$ cat config.mk
export PLATFORM = sky130hd
export DESIGN_NAME = range_bitmap_allocator_top
export DESIGN_NICKNAME = d
export VERILOG_FILES = /design/src/rtl/core/ralloc_pkg.sv /design/src/rtl/core/ralloc_ram.sv /design/src/rtl/core/ralloc_ffz.sv /design/src/rtl/core/range_bitmap_allocator_top.sv
export SDC_FILE = /design/constraint.sdc
export NUM_CORES = 1
export LEC_CHECK = 0
export ABC_AREA = 1
export ABC_CLOCK_PERIOD_IN_PS = 3950
export BUFFER_PORTS_ARGS = -buffer_cell sky130_fd_sc_hd__buf_2
export CORE_ASPECT_RATIO = 1.75
export CORE_MARGIN = 4
export CORE_UTILIZATION = 25
export CTS_CLUSTER_DIAMETER = 100
export DETAILED_ROUTE_END_ITERATION = 12
export HOLD_SLACK_MARGIN = 0.06
export PLACE_DENSITY = 0.48
export SETUP_SLACK_MARGIN = 0.5
export SLEW_MARGIN = 20
export SYNTH_ARGS = -nofsm -noshare
export SYNTH_HDL_FRONTEND = slang
export SYNTH_SLANG_ARGS = --single-unit
$ cat constraint.sdc
create_clock -name clk_i -period 3.95 [get_ports clk_i]
set_input_delay 0.5925 -clock clk_i [delete_from_list [all_inputs] [get_ports clk_i]]
set_output_delay 0.5925 -clock clk_i [all_outputs]
set_load 0.1 [all_outputs]
$ cat src/rtl/core/ralloc_pkg.sv
// ----------------------------------------------------------------------------
// ralloc_pkg
// Shared types and codes of the range bitmap identifier allocator.
// ----------------------------------------------------------------------------
package ralloc_pkg;

  // Field widths
  localparam int unsigned CMD_W    = 2;
  localparam int unsigned ID_W     = 16;
  localparam int unsigned BASE_W   = 15;
  localparam int unsigned CNT_W    = 7;
  localparam int unsigned STATUS_W = 2;
  localparam int unsigned CFG_W    = 15;

  // Command codes
  localparam logic [CMD_W-1:0] CMD_CLAIM_ID  = 2'd0;
  localparam logic [CMD_W-1:0] CMD_CLAIM_ANY = 2'd1;
  localparam logic [CMD_W-1:0] CMD_RELEASE   = 2'd2;

  // Status codes
  localparam logic [STATUS_W-1:0] ST_OK      = 2'd0;
  localparam logic [STATUS_W-1:0] ST_RANGE   = 2'd1;
  localparam logic [STATUS_W-1:0] ST_BUSY    = 2'd2;
  localparam logic [STATUS_W-1:0] ST_NOSPACE = 2'd3;

  // Configuration register indexes
  localparam logic REG_BASE_ID     = 1'b0;
  localparam logic REG_ENTRY_COUNT = 1'b1;

  typedef struct packed {
    logic [CMD_W-1:0] command;
    logic [ID_W-1:0]  id_in;
  } ralloc_in_t;

  typedef struct packed {
    logic [STATUS_W-1:0] status;
    logic [ID_W-1:0]     id_out;
    logic [CNT_W-1:0]    free_left;
  } ralloc_out_t;

endpackage

$ cat src/rtl/core/ralloc_ram.sv
// ----------------------------------------------------------------------------
// ralloc_ram
// Generic single-port-write, single-port-read RAM with registered read data.
// ----------------------------------------------------------------------------
module ralloc_ram #(
  parameter int unsigned WIDTH = 32,
  parameter int unsigned DEPTH = 2
) (
  input  logic                                 clk_i,
  input  logic                                 we_i,
  input  logic [(DEPTH > 1 ? $clog2(DEPTH) : 1)-1:0] waddr_i,
  input  logic [WIDTH-1:0]                     wdata_i,
  input  logic                                 re_i,
  input  logic [(DEPTH > 1 ? $clog2(DEPTH) : 1)-1:0] raddr_i,
  output logic [WIDTH-1:0]                     rdata_o
);

  logic [WIDTH-1:0] mem_q [DEPTH];
  logic [WIDTH-1:0] rdata_q;

  // Write port
  always_ff @(posedge clk_i) begin
    if (we_i) begin
      mem_q[waddr_i] <= wdata_i;
    end
  end

  // Read port, data held until the next read
  always_ff @(posedge clk_i) begin
    if (re_i) begin
      rdata_q <= mem_q[raddr_i];
    end
  end

  assign rdata_o = rdata_q;

endmodule

$ cat src/rtl/core/ralloc_ffz.sv
// ----------------------------------------------------------------------------
// ralloc_ffz
// Find-first-zero encoder: lowest index of a clear bit in a vector.
// ----------------------------------------------------------------------------
module ralloc_ffz #(
  parameter int unsigned WIDTH = 32
) (
  input  logic [WIDTH-1:0]                         vec_i,
  output logic                                     found_o,
  output logic [(WIDTH > 1 ? $clog2(WIDTH) : 1)-1:0] idx_o
);

  localparam int unsigned IW = (WIDTH > 1) ? $clog2(WIDTH) : 1;

  // Priority scan, lowest index wins
  always_comb begin
    found_o = 1'b0;
    idx_o   = '0;
    for (int i = WIDTH - 1; i >= 0; i--) begin
      if (!vec_i[i]) begin
        found_o = 1'b1;
        idx_o   = IW'(i);
      end
    end
  end

endmodule

$ cat src/rtl/core/range_bitmap_allocator_top.sv
// A command's mark row is read when it is accepted; the read-modify-write
// back into the mark RAM and the result register follow once a result can
// be taken. No new command is accepted until the last one has executed.
// Reset and configuration writes clear the per-row valid and full flags at
// once; no clearing pass runs over the mark RAM.
// ----------------------------------------------------------------------------
// range_bitmap_allocator_top
// First-fit identifier allocator over [base_id, base_id + entry_count).
// Used marks live in a RAM of rows; per-row valid and full flags steer the
// search for the lowest free entry.
// ----------------------------------------------------------------------------
module range_bitmap_allocator_top #(
  parameter int unsigned ENTRIES = 64
) (
  input  logic                          clk_i,
  input  logic                          rst_ni,
  // Command channel
  input  logic                          in_valid_i,
  output logic                          in_ready_o,
  input  ralloc_pkg::ralloc_in_t        in_data_i,
  // Result channel
  output logic                          out_valid_o,
  input  logic                          out_ready_i,
  output ralloc_pkg::ralloc_out_t       out_data_o,
  // Configuration write port
  input  logic                          cfg_we_i,
  input  logic                          cfg_idx_i,
  input  logic [ralloc_pkg::CFG_W-1:0]  cfg_data_i
);

  localparam int unsigned WORD_W = (ENTRIES < 32) ? ENTRIES : 32;
  localparam int unsigned ROWS   = (ENTRIES + WORD_W - 1) / WORD_W;
  localparam int unsigned ROW_AW = (ROWS > 1) ? $clog2(ROWS) : 1;
  localparam int unsigned BIT_W  = (WORD_W > 1) ? $clog2(WORD_W) : 1;
  localparam int unsigned CNT_W  = ralloc_pkg::CNT_W;
  localparam int unsigned ID_W   = ralloc_pkg::ID_W;

  localparam logic S_IDLE = 1'b0;
  localparam logic S_EXEC = 1'b1;

  logic                                state_q, state_d;
  logic [ralloc_pkg::BASE_W-1:0]       base_q;
  logic [CNT_W-1:0]                    entry_count_q;
  logic [CNT_W-1:0]                    free_total_q;
  logic [ROWS-1:0]                     row_valid_q;
  logic [ROWS-1:0]                     row_full_q;
  logic                                out_valid_q;
  ralloc_pkg::ralloc_out_t             out_q;

  logic [ralloc_pkg::CMD_W-1:0]        cmd_q;
  logic                                in_range_q;
  logic [ROW_AW-1:0]                   row_q;
  logic [BIT_W-1:0]                    bit_q;

  // Effective entry count: min(entry_count, ENTRIES)
  function automatic logic [CNT_W-1:0] eff_count(input logic [CNT_W-1:0] cnt);
    logic [10:0] lim;
    lim = 11'(ENTRIES);
    return ({4'b0, cnt} < lim) ? cnt : CNT_W'(ENTRIES);
  endfunction

  logic [CNT_W-1:0] n_eff;
  assign n_eff = eff_count(entry_count_q);

  // Accept side
  logic in_fire;
  assign in_ready_o = (state_q == S_IDLE);
  assign in_fire    = in_valid_i & in_ready_o;

  // Locate the requested identifier in the range
  logic [ID_W:0]     diff;
  logic [ID_W-1:0]   idx_w;
  logic              loc_in_range;
  logic [ROW_AW-1:0] loc_row;
  logic [BIT_W-1:0]  loc_bit;

  assign diff         = {1'b0, in_data_i.id_in} - {2'b0, base_q};
  assign loc_in_range = !diff[ID_W] && (diff[ID_W-1:0] < {9'b0, n_eff});
  assign idx_w        = {9'b0, diff[CNT_W-1:0]};
  assign loc_row      = ROW_AW'(idx_w >> BIT_W);
  assign loc_bit      = BIT_W'(idx_w);

  // Lowest row that still has a clear mark
  logic              row_found;
  logic [ROW_AW-1:0] any_row;

  ralloc_ffz #(.WIDTH(ROWS)) u_row_ffz (
    .vec_i  (row_full_q),
    .found_o(row_found),
    .idx_o  (any_row)
  );

  // Mark RAM
  logic              ram_we;
  logic [ROW_AW-1:0] ram_raddr;
  logic [WORD_W-1:0] ram_rdata;
  logic [WORD_W-1:0] new_word;

  assign ram_raddr = (in_data_i.command == ralloc_pkg::CMD_CLAIM_ANY) ? any_row : loc_row;

  ralloc_ram #(.WIDTH(WORD_W), .DEPTH(ROWS)) u_mark_ram (
    .clk_i  (clk_i),
    .we_i   (ram_we),
    .waddr_i(row_q),
    .wdata_i(new_word),
    .re_i   (in_fire),
    .raddr_i(ram_raddr),
    .rdata_o(ram_rdata)
  );

  // Execute side: the row as it stands, invalid rows read as all free
  logic [WORD_W-1:0] cur_word;
  logic              bit_found;
  logic [BIT_W-1:0]  any_bit;
  logic              exec_go;

  assign cur_word = row_valid_q[row_q] ? ram_rdata : '0;
  assign exec_go  = (state_q == S_EXEC) && (!out_valid_q || out_ready_i);

  ralloc_ffz #(.WIDTH(WORD_W)) u_bit_ffz (
    .vec_i  (cur_word),
    .found_o(bit_found),
    .idx_o  (any_bit)
  );

  logic [ralloc_pkg::STATUS_W-1:0] status;
  logic [ID_W-1:0]                 grant;
  logic [ID_W-1:0]                 grant_idx;
  logic [CNT_W-1:0]                free_d;
  logic                            modify;

  assign grant_idx = (ID_W'(row_q) << BIT_W) | ID_W'(any_bit);

  // Command decode and mark update
  always_comb begin
    status   = ralloc_pkg::ST_RANGE;
    grant    = '0;
    free_d   = free_total_q;
    modify   = 1'b0;
    new_word = cur_word;
    case (cmd_q)
      ralloc_pkg::CMD_CLAIM_ID: begin
        if (!in_range_q) begin
          status = ralloc_pkg::ST_RANGE;
        end else if (cur_word[bit_q]) begin
          status = ralloc_pkg::ST_BUSY;
        end else begin
          status          = ralloc_pkg::ST_OK;
          new_word[bit_q] = 1'b1;
          free_d          = free_total_q - CNT_W'(1);
          modify          = 1'b1;
        end
      end
      ralloc_pkg::CMD_CLAIM_ANY: begin
        if (free_total_q == '0 || !row_found || !bit_found) begin
          status = ralloc_pkg::ST_NOSPACE;
        end else begin
          status            = ralloc_pkg::ST_OK;
          new_word[any_bit] = 1'b1;
          free_d            = free_total_q - CNT_W'(1);
          grant             = ID_W'({1'b0, base_q} + grant_idx);
          modify            = 1'b1;
        end
      end
      ralloc_pkg::CMD_RELEASE: begin
        if (!in_range_q) begin
          status = ralloc_pkg::ST_RANGE;
        end else if (!cur_word[bit_q]) begin
          status = ralloc_pkg::ST_BUSY;
        end else begin
          status          = ralloc_pkg::ST_OK;
          new_word[bit_q] = 1'b0;
          free_d          = free_total_q + CNT_W'(1);
          modify          = 1'b1;
        end
      end
      default: begin
        status = ralloc_pkg::ST_RANGE;
      end
    endcase
  end

  assign ram_we = exec_go && modify;

  // Sequencer
  always_comb begin
    state_d = state_q;
    case (state_q)
      S_IDLE: begin
        if (in_fire) begin
          state_d = S_EXEC;
        end
      end
      S_EXEC: begin
        if (exec_go) begin
          state_d = S_IDLE;
        end
      end
      default: begin
        state_d = S_IDLE;
      end
    endcase
  end

  // Control state, configuration and allocation bookkeeping
  always_ff @(posedge clk_i or negedge rst_ni) begin
    if (!rst_ni) begin
      state_q       <= S_IDLE;
      base_q        <= '0;
      entry_count_q <= CNT_W'(64);
      free_total_q  <= eff_count(CNT_W'(64));
      row_valid_q   <= '0;
      row_full_q    <= '0;
      out_valid_q   <= 1'b0;
    end else begin
      state_q <= state_d;
      if (cfg_we_i) begin
        row_valid_q <= '0;
        row_full_q  <= '0;
        if (cfg_idx_i == ralloc_pkg::REG_BASE_ID) begin
          base_q       <= cfg_data_i[ralloc_pkg::BASE_W-1:0];
          free_total_q <= n_eff;
        end else begin
          entry_count_q <= cfg_data_i[CNT_W-1:0];
          free_total_q  <= eff_count(cfg_data_i[CNT_W-1:0]);
        end
      end else if (exec_go) begin
        free_total_q <= free_d;
        if (modify) begin
          row_valid_q[row_q] <= 1'b1;
          row_full_q[row_q]  <= &new_word;
        end
      end
      if (exec_go) begin
        out_valid_q <= 1'b1;
      end else if (out_ready_i) begin
        out_valid_q <= 1'b0;
      end
    end
  end

  // Command capture and result register
  always_ff @(posedge clk_i) begin
    if (in_fire) begin
      cmd_q      <= in_data_i.command;
      in_range_q <= loc_in_range;
      row_q      <= ram_raddr;
      bit_q      <= loc_bit;
    end
    if (exec_go) begin
      out_q.status    <= status;
      out_q.id_out    <= grant;
      out_q.free_left <= free_d;
    end
  end

  assign out_valid_o = out_valid_q;
  assign out_data_o  = out_q;

endmodule

; Word level (Yosys, flattened, before mapping)
; Memory sizes are Yosys's and may differ from the RTL's. A register that Yosys moved wholly into a read port is not among the register bits.
; Index checks and enable logic that the tools add are counted.
[totals]
regBits = 69
ram_bits = 64
inputBits = 39
output_inout_bits = 27
elab_cells = 186
n_memories = 1
[op_classes]
add_sub_neg = 4
order_cmp = 9
eq_ne = 3
mux = 122
n_bitwise = 10
reduce_logical = 23
[memory_table]
columns = memory, depth, word_bits, read_ports, rd_clocked_by_memory_dff, wr, line
row1 = u_mark_ram.mem_q, 2, 32, 1, 1, 1, ralloc_ram.sv:18  ; logic [WIDTH-1:0] mem_q [DEPTH];
[ops]
columns = operator, count
row1 = $mux W32, 6
row2 = $mux W5, 32
row3 = $pmux W32 S3, 1
row4 = $mux W7, 10
row5 = $or A32 B32 Y32, 2
row6 = $mux W1, 53
row7 = $and A32 B32 Y32, 1
row8 = $not A32 Y32, 1
row9 = $reduce_and A32 Y1, 1
row10 = $mux W2, 11
row11 = $pmux W7 S3, 1
row12 = $sub A16 B15 Y17, 1
row13 = $add A15 B6 Y16, 1
row14 = $lt A16 B7 Y1, 1
row15 = $lt A7 B7 Y1 const B, 2
row16 = $lt A5 B6 Y1 const B, 2
row17 = $demux W1 S5, 2
row18 = $ge A5 B1 Y1 const B, 2
row19 = $add A7 B1 Y7 const B, 1
row20 = $logic_not A7 Y1, 1
row21 = $sub A7 B1 Y7 const B, 1
row22 = $logic_and A1 B1 Y1, 6
row23 = $or A6 B5 Y6, 1
row24 = $pmux W2 S3, 1
row25 = other kinds (18), 30

; Logic depth before layout (Yosys ltp)
[depth]
word_depth = 47
depth_mapped = 48
mapped_depth_nobuf = 47

; Cells and area by module
; From an unflattened synthesis, not the netlist that was laid out.
[unflattened]
cells_unflattened = 1390
area_unflattened_um2 = 10785.3
[modules_own_cells]
columns = module, instances, cells_per_inst, area_each_um2, seq_area_each_um2
row1 = range_bitmap_allocator_top, 1, 1105, 7049.3, 1899.3
row2 = ralloc_ram, 1, 204, 3389.5, 2882.8
row3 = ralloc_ffz at u_bit_ffz, 1, 78, 332.8, 0.0
row4 = ralloc_ffz at u_row_ffz, 1, 3, 13.8, 0.0

; Least setup slack after synthesis
; OpenSTA, ideal clock, no wires.
[synth_path]
path_kind = register to register
startpoint = register row_q
endpoint = register row_full_q[1]
setup_ns = 0.086
arrival_time_ns = 4.148
t_required_ns = 3.864
slack_ns = -0.283
stages_incl_launch_ff = 23
n_path_buf = 1
period_less_slack_ns = 4.233
cell_sequence = edfxtp_1 > or2_4 > nand2_8 > inv_6 > buf_6 > nand2_2 > inv_2 > o22ai_1 > a221oi_1 > o21ai_1 > a211oi_1 > nand2_2 > inv_1 > nor2_1 > inv_1 > a21oi_1 > inv_2 > nor2_2 > o21a_1 > nand2_1 > nor2_1 > o21ai_0 > a21oi_1
[synth_between]
elab_chain_cells = 47
word_cells_on_any_way = 103
classes_between = 4 x order compare / 89 x mux / 3 x bitwise / 7 x reduce/logical
[synth_lines]
columns = item, line
row1 = "start, declared", range_bitmap_allocator_top.sv:52  ; logic [ROW_AW-1:0] row_q;
row2 = "start signal, assigned", range_bitmap_allocator_top.sv:247  ; row_q <= ram_raddr;
row3 = $mux W1 (implied by the code) (2 in a row), range_bitmap_allocator_top.sv:117  ; assign cur_word = row_valid_q[row_q] ? ram_rdata : '0;
row4 = $mux W32, range_bitmap_allocator_top.sv:117
row5 = $mux W5 (32 in a row), ralloc_ffz.sv:20  ; if (!vec_i[i]) begin
row6 = $lt A5 B6 Y1 (implied by the code) / $ge A5 B1 Y1 (equally long branches), range_bitmap_allocator_top.sv:159  ; new_word[any_bit] = 1'b1;
row7 = $logic_and A1 B1 Y1 (implied by the code), range_bitmap_allocator_top.sv:159
row8 = $mux W1 (implied by the code), range_bitmap_allocator_top.sv:159
row9 = $demux W1 S5, range_bitmap_allocator_top.sv:159
row10 = $or A32 B32 Y32 (no line), n/a
row11 = $mux W32, range_bitmap_allocator_top.sv:155  ; if (free_total_q == '0 || !row_found || !bit_found) begin
row12 = $pmux W32 S3, range_bitmap_allocator_top.sv:141  ; case (cmd_q)
row13 = $reduce_and A32 Y1, range_bitmap_allocator_top.sv:231  ; row_full_q[row_q] <= &new_word;
row14 = $bwmux W2, range_bitmap_allocator_top.sv:231
row15 = $mux W2, range_bitmap_allocator_top.sv:229  ; if (modify) begin
row16 = $mux W2, range_bitmap_allocator_top.sv:227  ; end else if (exec_go) begin
row17 = $mux W2, range_bitmap_allocator_top.sv:217  ; if (cfg_we_i) begin
row18 = "end signal, assigned by index", range_bitmap_allocator_top.sv:231
row19 = "end, declared", range_bitmap_allocator_top.sv:46  ; logic [ROWS-1:0] row_full_q;
; Several ways; a longest one is shown, not always the timed one. The select of a mux whose other input is x is not followed.
; A chain may end at the register's enable or synchronous reset.

; Final worst setup path
[layout_path]
startpoint = register u_mark_ram.rdata_q[31] (netlist: u_mark_ram.rdata_o[31]), read port of u_mark_ram.mem_q
endpoint = register out_q (netlist bit out_data_o[20]) (data pin)
[layout_between]
elab_chain_cells = 36
word_cells_on_any_way = 70
classes_between = 1 x add/sub / 65 x mux / 1 x bitwise / 3 x reduce/logical
[layout_lines]
columns = item, line
row1 = "start, declared", ralloc_ram.sv:19  ; logic [WIDTH-1:0] rdata_q;
row2 = $mux W32 (*), range_bitmap_allocator_top.sv:117
row3 = "parallel branches: the longest is 35 deep, another holds $mux W5", n/a
row4 = "end, declared", range_bitmap_allocator_top.sv:48  ; ralloc_pkg::ralloc_out_t out_q;
; Every way passes the cells marked *.

==> flow_summary.json <==
{
  "outcome": "finished with violations",
  "failed_checks": "setup timing",
  "cp.buffers_inverters": 2,
  "sort_of_element_at_the_start_of_the_critical_path": "register",
  "grt_antenna_before_repair": 0,
  "syn2layout_area_growth_pct": 33.5,
  "core_area_sq_um": 40700,
  "fraction_of_final_layout_cells_sized_beyond_drive_strength_1_pct": 30.9,
  "timing.clock.skew_ns": 0.0109,
  "synth_cell_type_count": 60,
  "number_of_flops_mapped_to_enable_cells_by_yosys": 130,
  "antennaDiodeCount": 0,
  "design.die.area_sq_um": 44500,
  "cts_buffers": 17,
  "setup.worst_path.end": "out_data_o[20]",
  "synth_common_cells": "sky130_fd_sc_hd__nand2_1 (284), sky130_fd_sc_hd__inv_1 (144), sky130_fd_sc_hd__edfxtp_1 (130), sky130_fd_sc_hd__nor2_1 (112), sky130_fd_sc_hd__a21oi_1 (65)",
  "layout_worst_path_cycle_share_pct": 103,
  "synth_nets": 1278,
  "cts.sinks": 165,
  "clk-insertion-delay-late_ns": 0.45,
  "cpLargestDelayFamily": "simple AND/OR/NAND/NOR gates",
  "tritoncts": "done",
  "synthTopCellsByArea": "sky130_fd_sc_hd__edfxtp_1 (38%), sky130_fd_sc_hd__nand2_1 (10%), sky130_fd_sc_hd__dfrtp_1 (8.0%)",
  "grt_start_max_net_pins": 44,
  "worstPathArrival_ns": 4.26,
  "synthesis.area_sq_um": 10300,
  "synthDominantAreaCellType": "sky130_fd_sc_hd__edfxtp_1",
  "fillerInstances": 4327,
  "capture_instance_of_the_worst_register_to_register_path": "out_data_o[20]",
  "detailroute.via_count": 9582,
  "fin_area_sq_um": 13700,
  "placement.cell_area_sq_um": 11900,
  "synthesis.yosys.warnings": 0,
  "design_power_total_uw": 6290,
  "powerDensity_nw_per_um2": 459,
  "seq_area_sq_um": 4780,
  "routed_via_density": 4.86,
  "syn-instance-count": 1208,
  "holdWs_ns": 0.238,
  "multi_input_area_sq_um": 5180,
  "buffers_from_clock_root_to_sink_at_most": 2,
  "tightestPinTransition_ns": 1.10,
  "wirelength_mm": 37.0,
  "max_freq_mhz": 247,
  "syn_avg_cell_area_sq_um": 8.50,
  "max_cap_viol_count": 0,
  "reg2reg_setup_slack_ns": -0.11,
  "cts.clk_slew.worst_paths_ns": 0.07,
  "reg2reg_depth": 47,
  "place.port_buffers": 65,
  "chipWidth_um": 161,
  "grt_setup_unrepaired": "true",
  "timing.rr.start": "u_mark_ram.rdata_o[31]",
  "ys_seq_elements": 165,
  "report.final.setup_viol": 6,
  "drt_pass1_iterations": 5,
  "floorplan.rows": 98,
  "drt_drc": 0,
  "vdd.ir_drop.worst_mv": 0.309,
  "timing.critical_path.from": "u_mark_ram.rdata_o[31]",
  "grt_util_all_layers_pct": 16.1,
  "gp_congestion": 0.906,
  "slowest_delay_ns": 0.42,
  "cpMaxStageDelayCell": "sky130_fd_sc_hd__edfxtp_1",
  "nNetsFinal": 1477,
  "synthFlopType": "sky130_fd_sc_hd__edfxtp_1",
  "synthDominantCellAreaShare_pct": 38.0,
  "worst_ep_required_time_ns": 4.16,
  "cts_htree_levels": 4,
  "ant_nets": 0,
  "asyncSetResetFlopFracSynth_pct": 21.2,
  "clockRootBuffer": "sky130_fd_sc_hd__clkbuf_16",
  "timing_max_transition_violations_final": 0,
  "overflow": 0,
  "period_minus_slack_ns": 4.06,
  "timing.critical_path.mode_cell": "sky130_fd_sc_hd__nand2_1",
  "initial_utilization_pct": 25.2,
  "min-delay-path-class": "in2async",
  "maxSlewHeadroom_pct": 26.9,
  "final_critical_path_setup_slack_ns": -0.107,
  "wire_length_of_the_first_global_routing_pass_mm": 55.3,
  "num_io_pins": 66,
  "worst-setup-path-type": "reg2reg",
  "lkg_pwr_uw": 0.00574,
  "grt_pass1_vias": 9713,
  "yosysMostFrequentCell": "sky130_fd_sc_hd__nand2_1",
  "dr_iter_0_viols": 553,
  "finalHoldViolations": 0,
  "worstPathMaxFanout": 2,
  "timing.critical_path.depth": 47,
  "die_h_um": 276,
  "wire_per_inst_um": 18.8,
  "endpoint_kind": "register",
  "sequential_fraction_of_the_synthesis_area_pct": 46.6,
  "dp.final_hpwl_mm": 26.1,
  "fin_tns_setup_ns": -0.329
}
==> stage by stage <==
| stage | worst slack [ns] | utilization [%] | cells |
|---|---|---|---|
| final | -0.107 | 33.7 | 1970 |
| after global routing | -0.563 | 33.7 | 1970 |
| after CTS | -0.0418 | 31.6 | 1934 |
| after detailed placement | -0.0647 | 29.2 | 1874 |
| after global placement | -0.0799 | 29.2 | 1874 |
| after floorplan | 0.245 | - | 1208 |
==> area by class of cell <==
cell class | instances | area share [%]
Inverter | 160 | 4.43
Clock inverter | 14 | 0.730
Sequential cell | 165 | 34.9
Multi-Input combinational cell | 841 | 37.8
Tap cell | 550 | 5.02
Clock buffer | 18 | 3.13
Timing Repair Buffer | 222 | 14.0
==> worst min-delay path by stage <==
stage                        to  slack, ns
6_report                state_q       0.24
5_1_grt                 state_q       0.28
4_1_cts                 state_q       0.26
3_5_place_dp   entry_count_q[2]       0.47
3_3_place_gp   entry_count_q[2]       0.47
2_1_floorplan         base_q[0]       0.30
==> flip-flops by register name, summed over array words and instances, names as in the netlist <==
| name | count |
|---|---|
| free_total_q | 7 |
| entry_count_q | 7 |
| cmd_q | 2 |
| bit_q | 5 |
| in_range_q | 1 |
| u_mark_ram.rdata_o | 32 |
| out_valid_o | 1 |
| row_full_q | 2 |
| u_mark_ram.mem_q | 64 |
| row_q | 1 |
| out_data_o | 25 |
| row_valid_q | 2 |
| state_q | 1 |
| base_q | 15 |
==> where the power goes <==
part	internal (uW)	switching (uW)
Combinational	882	1560
Clock	807	740
Sequential	2160	143
Total	3850	2440
==> cells in the final DEF (no fill, tap or decap), types with 24 or more instances in the layout <==
master and n:
sky130_fd_sc_hd__a21oi_1 54, sky130_fd_sc_hd__a31oi_1 25, sky130_fd_sc_hd__buf_2 65, sky130_fd_sc_hd__buf_4 107
sky130_fd_sc_hd__buf_6 26, sky130_fd_sc_hd__dfrtp_1 32, sky130_fd_sc_hd__edfxtp_1 130, sky130_fd_sc_hd__ha_1 27
sky130_fd_sc_hd__inv_1 136, sky130_fd_sc_hd__mux2_2 32, sky130_fd_sc_hd__nand2_1 270, sky130_fd_sc_hd__nand2_2 25
sky130_fd_sc_hd__nand3_1 37, sky130_fd_sc_hd__nand3_2 24, sky130_fd_sc_hd__nor2_1 100, sky130_fd_sc_hd__o21ai_0 42
sky130_fd_sc_hd__o22ai_1 28
==> metal layers <==
metal  GRT usage, %  vias up  wire [um]
li1               -     4551          -
met1           15.7     4585      12200
met2           30.5      318      20300
met3           2.64      128       1550
met4           11.1        0       2900
met5              0        -          0
==> logic make-up after synthesis <==
logic type / Yosys count / synth area share (%)
XOR/XNOR: 14 / 1.19
AO/OA/AOI/OAI: 239 / 14.4
flip-flops: 165 / 46.6
AND/OR/NAND/NOR: 525 / 22.6
buffers and inverters: 202 / 7.82
multiplexers: 32 / 3.51
adder cells (fa/ha/maj): 31 / 3.93
==> what timing repair did <==
item	CTS	global route
buffers inserted	26	31
setup endpoints to repair	98	142
gates resized for setup	39	117
gates cloned	2	5
pin swaps	15	39
hold buffers	0	0
(Power assumes the default switching activity.)
